==> src/ordered_list_insert_delete_macros.svh <==
// assertion helpers for the ordered list block
`ifndef ORDERED_LIST_INSERT_DELETE_MACROS_SVH
`define ORDERED_LIST_INSERT_DELETE_MACROS_SVH

// same-cycle implication, checked outside reset
`define OLID_ASSERT_NOW(label, clk, rst, ante, cons) \
   label: assert property (@(posedge clk) disable iff (rst) (ante) |-> (cons)) \
      else $error("ordered list check failed");

// next-cycle implication, checked outside reset
`define OLID_ASSERT_NEXT(label, clk, rst, ante, cons) \
   label: assert property (@(posedge clk) disable iff (rst) (ante) |=> (cons)) \
      else $error("ordered list check failed");

`endif

==> src/olid_pkg.sv <==
package olid_pkg;

   // command codes
   typedef enum logic [1:0] {
      CMD_APPEND    = 2'd0,
      CMD_PUSH_HEAD = 2'd1,
      CMD_INSERT_AT = 2'd2,
      CMD_DELETE    = 2'd3
   } cmd_type;

   // status codes
   localparam logic [2:0] ST_OK        = 3'd0;
   localparam logic [2:0] ST_BAD_POS   = 3'd1;
   localparam logic [2:0] ST_EMPTY     = 3'd2;
   localparam logic [2:0] ST_NOT_FOUND = 3'd3;
   localparam logic [2:0] ST_FULL      = 3'd4;

   // control broadcast to every cell
   typedef struct packed {
      logic               ins;
      logic               del;
      logic signed [31:0] value;
   } cell_ctl_type;

endpackage

==> src/olid_cell.sv <==
module olid_cell #(
   parameter int CNT_W = 5,
   parameter int IDX   = 0
) (
   input  logic                  clock,
   input  olid_pkg::cell_ctl_type ctl,
   input  logic [CNT_W-1:0]      ins_pos,
   input  logic [CNT_W-1:0]      count,
   input  logic signed [31:0]    left_data,
   input  logic signed [31:0]    right_data,
   input  logic                  hit_in,
   output logic signed [31:0]    data,
   output logic                  hit_out
);
   import olid_pkg::*;

   localparam logic [CNT_W-1:0] MyIdx = CNT_W'(IDX);

   logic signed [31:0] data_ff;
   logic signed [31:0] data_in;
   logic               occupied;
   logic               match;

   // local compare, first-hit chain passes to the right
   assign occupied = MyIdx < count;
   assign match    = occupied && (data_ff == ctl.value);
   assign hit_out  = hit_in | match;
   assign data     = data_ff;

   // shift right on insert, shift left from the hit on delete
   always_comb begin
      data_in = data_ff;
      if (ctl.ins) begin
         if (MyIdx > ins_pos) begin
            data_in = left_data;
         end else if (MyIdx == ins_pos) begin
            data_in = ctl.value;
         end
      end else if (ctl.del && hit_out) begin
         data_in = right_data;
      end
   end

   always_ff @(posedge clock) begin
      data_ff <= data_in;
   end

endmodule

==> src/ordered_list_insert_delete.sv <==
// an accepted beat is held in the execute stage, then its result in the response register
// throughput: one command per cycle while the response side takes beats
// the command executes across the row of cells, the first match for a delete
// ripples through the cells' hit chain
// reset (synchronous, active high) empties the list and drops pending beats
module ordered_list_insert_delete #(
   parameter int DEPTH = 16
) (
   input  logic               clock,
   input  logic               reset,
   input  logic               req_valid,
   output logic               req_stall,
   input  logic [1:0]         req_cmd,
   input  logic signed [31:0] req_value,
   input  logic [4:0]         req_position,
   output logic               rsp_valid,
   input  logic               rsp_stall,
   output logic [2:0]         rsp_status,
   output logic [4:0]         rsp_count
);
   import olid_pkg::*;

`include "ordered_list_insert_delete_macros.svh"

   localparam int CNT_W = $clog2(DEPTH + 1);
   localparam int CW    = ((CNT_W > 5) ? CNT_W : 5) + 1;
   localparam logic [CNT_W-1:0] Full = CNT_W'(DEPTH);

   // execute stage
   logic               ex_valid_ff, ex_valid_in;
   cmd_type            ex_cmd_ff;
   logic signed [31:0] ex_value_ff;
   logic [4:0]         ex_pos_ff;

   // list count
   logic [CNT_W-1:0]   count_ff, count_in;

   // response register
   logic               rsp_valid_ff, rsp_valid_in;
   logic [2:0]         rsp_status_ff, rsp_status_in;
   logic [4:0]         rsp_count_ff, rsp_count_in;

   logic               out_free, fire, accept;
   logic               found, is_full, is_empty, bad_pos;
   logic [CW-1:0]      pos_ext, cnt_ext, new_cnt_ext;
   logic [CNT_W-1:0]   ins_pos;
   logic [2:0]         status;
   logic               do_ins, do_del;
   cell_ctl_type       ctl;

   logic signed [31:0] cell_data [DEPTH];
   logic               hit [DEPTH+1];

   // handshake
   assign out_free  = !rsp_valid_ff || !rsp_stall;
   assign fire      = ex_valid_ff && out_free;
   assign req_stall = ex_valid_ff && !out_free;
   assign accept    = req_valid && !req_stall;
   assign ex_valid_in = accept || (ex_valid_ff && !fire);

   // command decode and status
   assign is_full  = count_ff == Full;
   assign is_empty = count_ff == '0;
   assign pos_ext  = CW'(ex_pos_ff);
   assign cnt_ext  = CW'(count_ff);
   assign bad_pos  = (ex_pos_ff == 5'd0) || (pos_ext > cnt_ext + CW'(1));
   assign found    = hit[DEPTH];

   always_comb begin
      status  = ST_OK;
      do_ins  = 1'b0;
      do_del  = 1'b0;
      ins_pos = '0;
      case (ex_cmd_ff)
         CMD_APPEND: begin
            ins_pos = count_ff;
            if (is_full) status = ST_FULL;
            else do_ins = 1'b1;
         end
         CMD_PUSH_HEAD: begin
            ins_pos = '0;
            if (is_full) status = ST_FULL;
            else do_ins = 1'b1;
         end
         CMD_INSERT_AT: begin
            ins_pos = CNT_W'(pos_ext - CW'(1));
            if (bad_pos) status = ST_BAD_POS;
            else if (is_full) status = ST_FULL;
            else do_ins = 1'b1;
         end
         CMD_DELETE: begin
            if (is_empty) status = ST_EMPTY;
            else if (!found) status = ST_NOT_FOUND;
            else do_del = 1'b1;
         end
         default: begin
            status = ST_OK;
         end
      endcase
   end

   // broadcast to the cells, gated by the execute handshake
   assign ctl.ins   = fire && do_ins;
   assign ctl.del   = fire && do_del;
   assign ctl.value = ex_value_ff;

   // count and response
   always_comb begin
      count_in = count_ff;
      if (ctl.ins) count_in = count_ff + CNT_W'(1);
      else if (ctl.del) count_in = count_ff - CNT_W'(1);
      new_cnt_ext   = CW'(count_in);
      rsp_valid_in  = fire || (rsp_valid_ff && rsp_stall);
      rsp_status_in = fire ? status : rsp_status_ff;
      rsp_count_in  = fire ? new_cnt_ext[4:0] : rsp_count_ff;
   end

   // row of cells
   assign hit[0] = 1'b0;
   for (genvar g = 0; g < DEPTH; g++) begin : g_cell
      logic signed [31:0] left_d, right_d;
      if (g == 0) begin : g_head
         assign left_d = ex_value_ff;
      end else begin : g_mid
         assign left_d = cell_data[g-1];
      end
      if (g == DEPTH - 1) begin : g_tail
         assign right_d = cell_data[g];
      end else begin : g_body
         assign right_d = cell_data[g+1];
      end
      olid_cell #(
         .CNT_W (CNT_W),
         .IDX   (g)
      ) u_cell (
         .clock      (clock),
         .ctl        (ctl),
         .ins_pos    (ins_pos),
         .count      (count_ff),
         .left_data  (left_d),
         .right_data (right_d),
         .hit_in     (hit[g]),
         .data       (cell_data[g]),
         .hit_out    (hit[g+1])
      );
   end

   // control registers
   always_ff @(posedge clock) begin
      if (reset) begin
         ex_valid_ff  <= 1'b0;
         rsp_valid_ff <= 1'b0;
         count_ff     <= '0;
      end else begin
         ex_valid_ff  <= ex_valid_in;
         rsp_valid_ff <= rsp_valid_in;
         count_ff     <= count_in;
      end
   end

   // payload registers
   always_ff @(posedge clock) begin
      if (accept) begin
         ex_cmd_ff   <= cmd_type'(req_cmd);
         ex_value_ff <= req_value;
         ex_pos_ff   <= req_position;
      end
      rsp_status_ff <= rsp_status_in;
      rsp_count_ff  <= rsp_count_in;
   end

   assign rsp_valid  = rsp_valid_ff;
   assign rsp_status = rsp_status_ff;
   assign rsp_count  = rsp_count_ff;

   // checks
   `OLID_ASSERT_NOW(a_count_bound, clock, reset, 1'b1, count_ff <= Full)
   `OLID_ASSERT_NEXT(a_fire_gives_rsp, clock, reset, fire, rsp_valid_ff)
   `OLID_ASSERT_NEXT(a_ins_grows, clock, reset, ctl.ins, count_ff == $past(count_ff) + CNT_W'(1))
   `OLID_ASSERT_NOW(a_del_has_hit, clock, reset, ctl.del, found && !is_empty)

endmodule
==> config.mk <==
export PLATFORM = sky130hd
export DESIGN_NAME = ordered_list_insert_delete
export DESIGN_NICKNAME = d
export VERILOG_FILES = /design/src/olid_pkg.sv /design/src/olid_cell.sv /design/src/ordered_list_insert_delete.sv
export VERILOG_INCLUDE_DIRS = /design/src /design/src/src
export SDC_FILE = /design/constraint.sdc
export NUM_CORES = 2
export LEC_CHECK = 0
export BUFFER_PORTS_ARGS = -buffer_cell sky130_fd_sc_hd__buf_2
export CORE_ASPECT_RATIO = 1.4
export CORE_UTILIZATION = 61
export CTS_BUF_LIST = sky130_fd_sc_hd__clkbuf_8
export DETAILED_ROUTE_END_ITERATION = 8
export GPL_TIMING_DRIVEN = 0
export PLACE_DENSITY = 0.82
export REMOVE_ABC_BUFFERS = 1
export SLEW_MARGIN = 20
export SYNTH_ARGS = -nofsm -noshare
export SYNTH_HDL_FRONTEND = slang
export SYNTH_HIERARCHICAL = 1
export SYNTH_SLANG_ARGS = --single-unit
==> constraint.sdc <==
create_clock -name clock -period 10.9 [get_ports clock]
set_clock_uncertainty 0.05 [all_clocks]
set_input_delay 2.18 -clock clock [delete_from_list [all_inputs] [get_ports clock]]
set_output_delay 2.18 -clock clock [all_outputs]
set_load 0.02 [all_outputs]
-- Word level (Yosys, flattened, before mapping)
Index checks and enable logic that the tools add are counted.
- register bits: 566
- latch bits: 0
- memory bits (writable): 0
- bits in read-only memories: 0
- bits of input ports: 43
- output and inout bits: 10
- word-level logic and storage cells: 286
- memories kept: 0
- add/subtract/negate cells: 4
- multiply operators: 0
- divide/modulo/power cells: 0
- order comparisons: 33
- eq/ne operators: 50
- shifts and indexed selects: 0
- multiplexer cells: 76
- bitwise gates (word level): 15
- reduce and logical (&&, ||, !) cells: 84
- operators with widths (operator ; number):
    $mux 32 ; 62
    $eq 32x32->1 ; 16
    $ne 3x1->1 const B ; 15
    $eq 4x5->1 const A ; 8
    $gt 4x5->1 const A ; 8
    $lt 4x5->1 const A ; 8
    $logic_and 1x1->1 ; 38
    $reduce_and 2->1 ; 16
    $reduce_bool 2->1 ; 16
    $eq 3x5->1 const A ; 4
    $gt 3x5->1 const A ; 4
    $lt 3x5->1 const A ; 4
    $logic_not 5->1 ; 3
    $or 1x1->1 ; 15
    $eq 2x5->1 const A ; 2
    $gt 1x5->1 const A ; 2
    $gt 2x5->1 const A ; 2
    $lt 1x5->1 const A ; 2
    $lt 2x5->1 const A ; 2
    $mux 5 ; 2
    $pmux 5 s2 ; 1
    $sub 5x1->5 const B ; 2
    $pmux 3 s3 ; 1
    $add 5x1->6 const B ; 1
    14 further kinds ; 28

-- Logic depth before layout (Yosys ltp)
- depth after elaboration: 24
- depth in mapped cells: 26
- gate-level depth less buffers: 26

-- Hierarchy
The synthesis kept the hierarchy.
- modules (own cells, without submodules) (module ; instances ; cells an instance ; area an instance (µm²) ; sequential area each (µm²)):
    ordered_list_insert_delete ; 1 ; 154 ; 2253.4 ; 1551.5
    olid_cell (g_cell[10].u_cell) ; 1 ; 193 ; 2088.3 ; 960.9
    olid_cell (g_cell[15].u_cell) ; 1 ; 188 ; 2077.0 ; 960.9
    olid_cell (g_cell[13].u_cell) ; 1 ; 191 ; 2068.2 ; 960.9
    olid_cell (g_cell[12].u_cell) ; 1 ; 192 ; 2062.0 ; 960.9
    olid_cell (g_cell[1].u_cell) ; 1 ; 190 ; 2053.2 ; 960.9
    olid_cell (g_cell[6].u_cell) ; 1 ; 189 ; 2049.5 ; 960.9
    olid_cell (g_cell[9].u_cell) ; 1 ; 191 ; 2049.5 ; 960.9
    olid_cell (g_cell[4].u_cell) ; 1 ; 190 ; 2044.5 ; 960.9
    olid_cell (g_cell[2].u_cell) ; 1 ; 192 ; 2043.2 ; 960.9
    olid_cell (g_cell[3].u_cell) ; 1 ; 190 ; 2040.7 ; 960.9
    olid_cell (g_cell[7].u_cell) ; 1 ; 192 ; 2039.5 ; 960.9
    olid_cell (g_cell[14].u_cell) ; 1 ; 190 ; 2037.0 ; 960.9
    olid_cell (g_cell[11].u_cell) ; 1 ; 192 ; 2035.7 ; 960.9
    +3 rows ; - ; - ; - ; -

-- Least setup slack after synthesis
No wires, ideal clock.
- kind: flip-flop to flip-flop
- start point: register ex_value_ff[18]
- end point: register g_cell[9].u_cell.data_ff[0] (enable)
- setup time: 0.466 ns
- arrival: 6.969 ns
- required time: 10.384 ns
- path slack: 3.415 ns
- stages on the path, launching flop included: 25
- buffers on the path: 0
- clock period less this slack: 7.485 ns
- path through: edfxtp_1 > xor2_1 > nor4_1 > nand3_1 > nor3_1 > a21o_1 > nand2b_1 > nand2b_1 > o21bai_1 > a21o_2 > or2b_1 > a21o_1 > nand2b_1 > nand2b_1 > nand2b_1 > nand2b_1 > nand2b_1 > nand2b_1 > nand2b_1 > a21o_2 > or2b_1 > nand3_2 > nor3_2 > nand2_1 > o21ai_0
- RTL lines (element ; RTL line ; source):
    from (decl) ; ordered_list_insert_delete.sv:32 ; logic signed [31:0] ex_value_ff;
    from (signal assigned) ; ordered_list_insert_delete.sv:165 ; ex_value_ff <= req_value;
    to (signal assigned) ; olid_cell.sv:45 ; data_ff <= data_in;
    to (decl) ; olid_cell.sv:19 ; logic signed [31:0] data_ff;

==> metrics.md <==
| Metric | Value |
|---|---|
| Die area | `0.0579 mm²` |
| Vias in the first global route | `25992` |
| Row count | `103` |
| Critical path peak fanout | `32` |
| Post-CTS Resized | `0` |
| DRT Pass-1 Iters | `6` |
| # H-tree levels | `3` |
| Die Ht | `284 µm` |
| Final non-filler cell area | `0.0393 mm²` |
| Post-synthesis adder-cell area fraction | `0.288%` |
| Synth cell types | `80` |
| Via total after detailed routing | `25703` |
| Overall Power | `approximately 5.4 mW` |
| Clock transition at path regs | `0.06 ns` |
| CP Data Required Time | `11.18 ns` |
| Critical path class | `register to register` |
| Multiplexer area fraction after synthesis | `15.0%` |
| Hold buffer count at CTS | `0` |
| Initial antenna violation count | `1` |
| Initial drt markers | `2359` |
| Layout cells sized above 1 | `11.9%` |
| Post-Synthesis Cells | `3140` |
| Setup violators final | `0` |
| TNS Setup | `0 ns` |
| Crit end category | `register` |
| Number of buffers created by CTS | `around 90` |
| Top Ports | `53` |
| Max Cap Violations | `0` |
| Top_reg_cell synth | `edfxtp_1` |
| Port Buffers | `52` |
| CTS tree | `yes` |
| Hold Path Class | `register to register` |
| DP Wirelength | `roughly 73000 µm` |
| Max Buffers Root-to-Sink | `3` |
| Largest net degree at the start of global routing | `38` |
| Final Max Slew Viols | `0` |
| Post-Synth Simple-Gate Area | `10.3%` |
| Layout net count | `3302` |
| Drc violations | `0` |
| RSZ-0062 raised after global routing | `no` |
| Crit path time final | `8.22 ns` |
| Core area | `0.0563 mm²` |
| CTS sink count | `566` |
| Static Leak | `15.0 nW` |
| Sequential-to-total area share from yosys stat | `48.7%` |
| Least-Margin Pin Slew | `1.24 ns` |
| First-pass GRT wire length | `153000 µm` |
| YS warnings | `6` |
| Critical path data arrival time | `8.50 ns` |
| Largest family of logic cells by synthesized area | `multiplexers` |
| Starting Density | `61.7%` |
| Final Hold Viols | `0` |
| Final GP Congestion | `0.985` |
| Most common cell after layout, fill and taps aside | `edfxtp_1` |
| Peak supply drop | `about 0.12 mV` |
| Clock root cell | `clkbuf_8` |
| Grt ovf | `0` |
| Total power density per cell area | `about 140 mW/mm²` |
| Worst-Skew Late Latency | `0.74 ns` |
| Register bit total from synthesis | `566` |
| Final period util | `75.4%` |
| Asr flop ratio synth | `0%` |
| Vias per inst | `around 6.3` |
| Max Freq | `122 MHz` |
| Synth Area in Compound Gates | `a little under a tenth` |
| Avg Synthesized Cell Area | `11.1 µm²` |
| DP Area | `0.0377 mm²` |
| Routed WL | `101000 µm` |
| Number of synthesized flops with an enable pin | `559` |
| Wire per inst | `24.8 µm` |
| Slew headroom | `17.1%` |
| GRT Overall Usage | `35.0%` |
| XOR/XNOR share of the synthesized area | `13.1%` |
| Post-CTS setup buffer count | `0` |
| DIE WIDTH | `204 µm` |
| Status | `finished, final reports clean` |
| Critical Path Source Type | `register` |
| Synthesis-to-layout area growth | `13.2%` |
| Cell area after synthesis | `between 0.03 and 0.04 mm²` |
| ANT nets after route | `0` |
| Most frequent cells in the layout | `edfxtp_1 (559), nor2_1 (512), a21oi_1 (504)` |
## power by group
part | switching, mW | internal, mW
Combinational | 0.600 | 0.445
Sequential | 0.127 | 2.54
Clock | 0.874 | 0.823
## state kept, by name, indices dropped and copies added, names as in the netlist
signal and count:
rsp_status 3, g_cell.u_cell/data 512, rsp_count 5, count_ff 5, ex_cmd_ff 2, ex_pos_ff 5, ex_valid_ff 1, ex_value_ff 32
rsp_valid 1
## layout make-up
| type | instances | area [µm²] |
|---|---|---|
| fill | 3791 | 17000 |
| inverter | 13 | 48.8 |
| tap | 735 | 920 |
| antenna | 1 | 2.50 |
| clock inverter | 68 | 298 |
| clock buffer | 97 | 1340 |
| sequential | 566 | 16900 |
| timing repair buffer | 177 | 2870 |
| multi-input combinational | 2402 | 16900 |
## synthesized netlist by cell type, types with 7 or more instances
master	instances	area [µm²]
edfxtp_1	559	16800
nor2_1	512	1920
a21oi_1	504	2520
mux2i_1	481	4810
xnor2_1	387	3390
xor2_1	131	1150
nand4_1	101	632
clkbuf_1	77	289
nor4_1	40	250
mux2_2	34	383
nand2_1	27	101
buf_6	23	259
nand2b_1	21	131
buf_1	20	75.1
nor3_1	19	95.1
nand3_1	14	70.1
o21ai_0	14	70.1
inv_1	13	48.8
buf_8	12	180
buf_2	11	55.1
nor2b_1	9	56.3
ha_1	8	100
dfxtp_1	7	140
## worst paths after layout
path	start	end	slack [ns]	cells past startpoint
min reg2reg	ex_valid_ff$_SDFF_PP0_	rsp_valid$_SDFF_PP0_	0.45	2
max	ex_value_ff[4]$_DFFE_PP_	g_cell[4].u_cell/data[11]$_DFFE_PP_	2.68	27
max reg2reg	ex_value_ff[4]$_DFFE_PP_	g_cell[4].u_cell/data[11]$_DFFE_PP_	2.68	27
min	ex_valid_ff$_SDFF_PP0_	rsp_valid$_SDFF_PP0_	0.45	2
## through the flow
| stage | utilization [%] | setup WS (ns) | std cells | hold slack (ns) |
|---|---|---|---|---|
| 2_1_floorplan | - | -6.83 | 2981 | 0.392 |
| 3_3_place_gp | 61.9 | -11.81 | 3768 | 0.407 |
| 3_5_place_dp | 66.9 | 3.24 | 3893 | 0.429 |
| 4_1_cts | 69.8 | 3.12 | 4058 | 0.449 |
| 5_1_grt | 69.8 | 2.51 | 4059 | 0.503 |
| 6_report | 69.8 | 2.68 | 4059 | 0.451 |
## worst max-delay path: stages, from the launching register on
cell,delay (ns)
edfxtp_1,0.88
buf_8,0.28
xor2_1,0.15
nor4_1,0.89
nand3_1,0.34
nor3_1,0.44
a21o_1,0.19
nand2b_1,0.13
nand2b_1,0.14
o21bai_1,0.16
a21o_2,0.14
or2b_1,0.15
a21o_1,0.15
nand2b_1,0.15
nand2b_1,0.14
nand2b_1,0.16
nand2b_1,0.18
nand2b_1,0.17
nand2b_1,0.15
nand2b_1,0.15
a21o_2,0.12
or2b_1,0.25
nand3_2,0.15
nor3_4,0.67
buf_8,0.27
nor2b_1,0.24
a32o_1,0.17
a31o_2,0.69
## layer usage
metal / vias up / global-route usage [%] / wire length (µm)
met5: - / 0 / 0
met4: 0 / 35.7 / 11500
met3: 430 / 5.84 / 6540
met2: 1327 / 56.0 / 48200
met1: 12163 / 38.4 / 34500
li1: 11783 / - / -
## kinds of logic after synthesis
kind of cell               after synthesis
and+or+nand+nor                        774
AOI/OAI and AO/OA                      583
DFF                                    566
xor gates and xnor gates               519
muxes                                  516
buffers and inverters                  173
adders and majority gates                8
other                                    1
No activity file was read; power rests on OpenSTA's default activity.
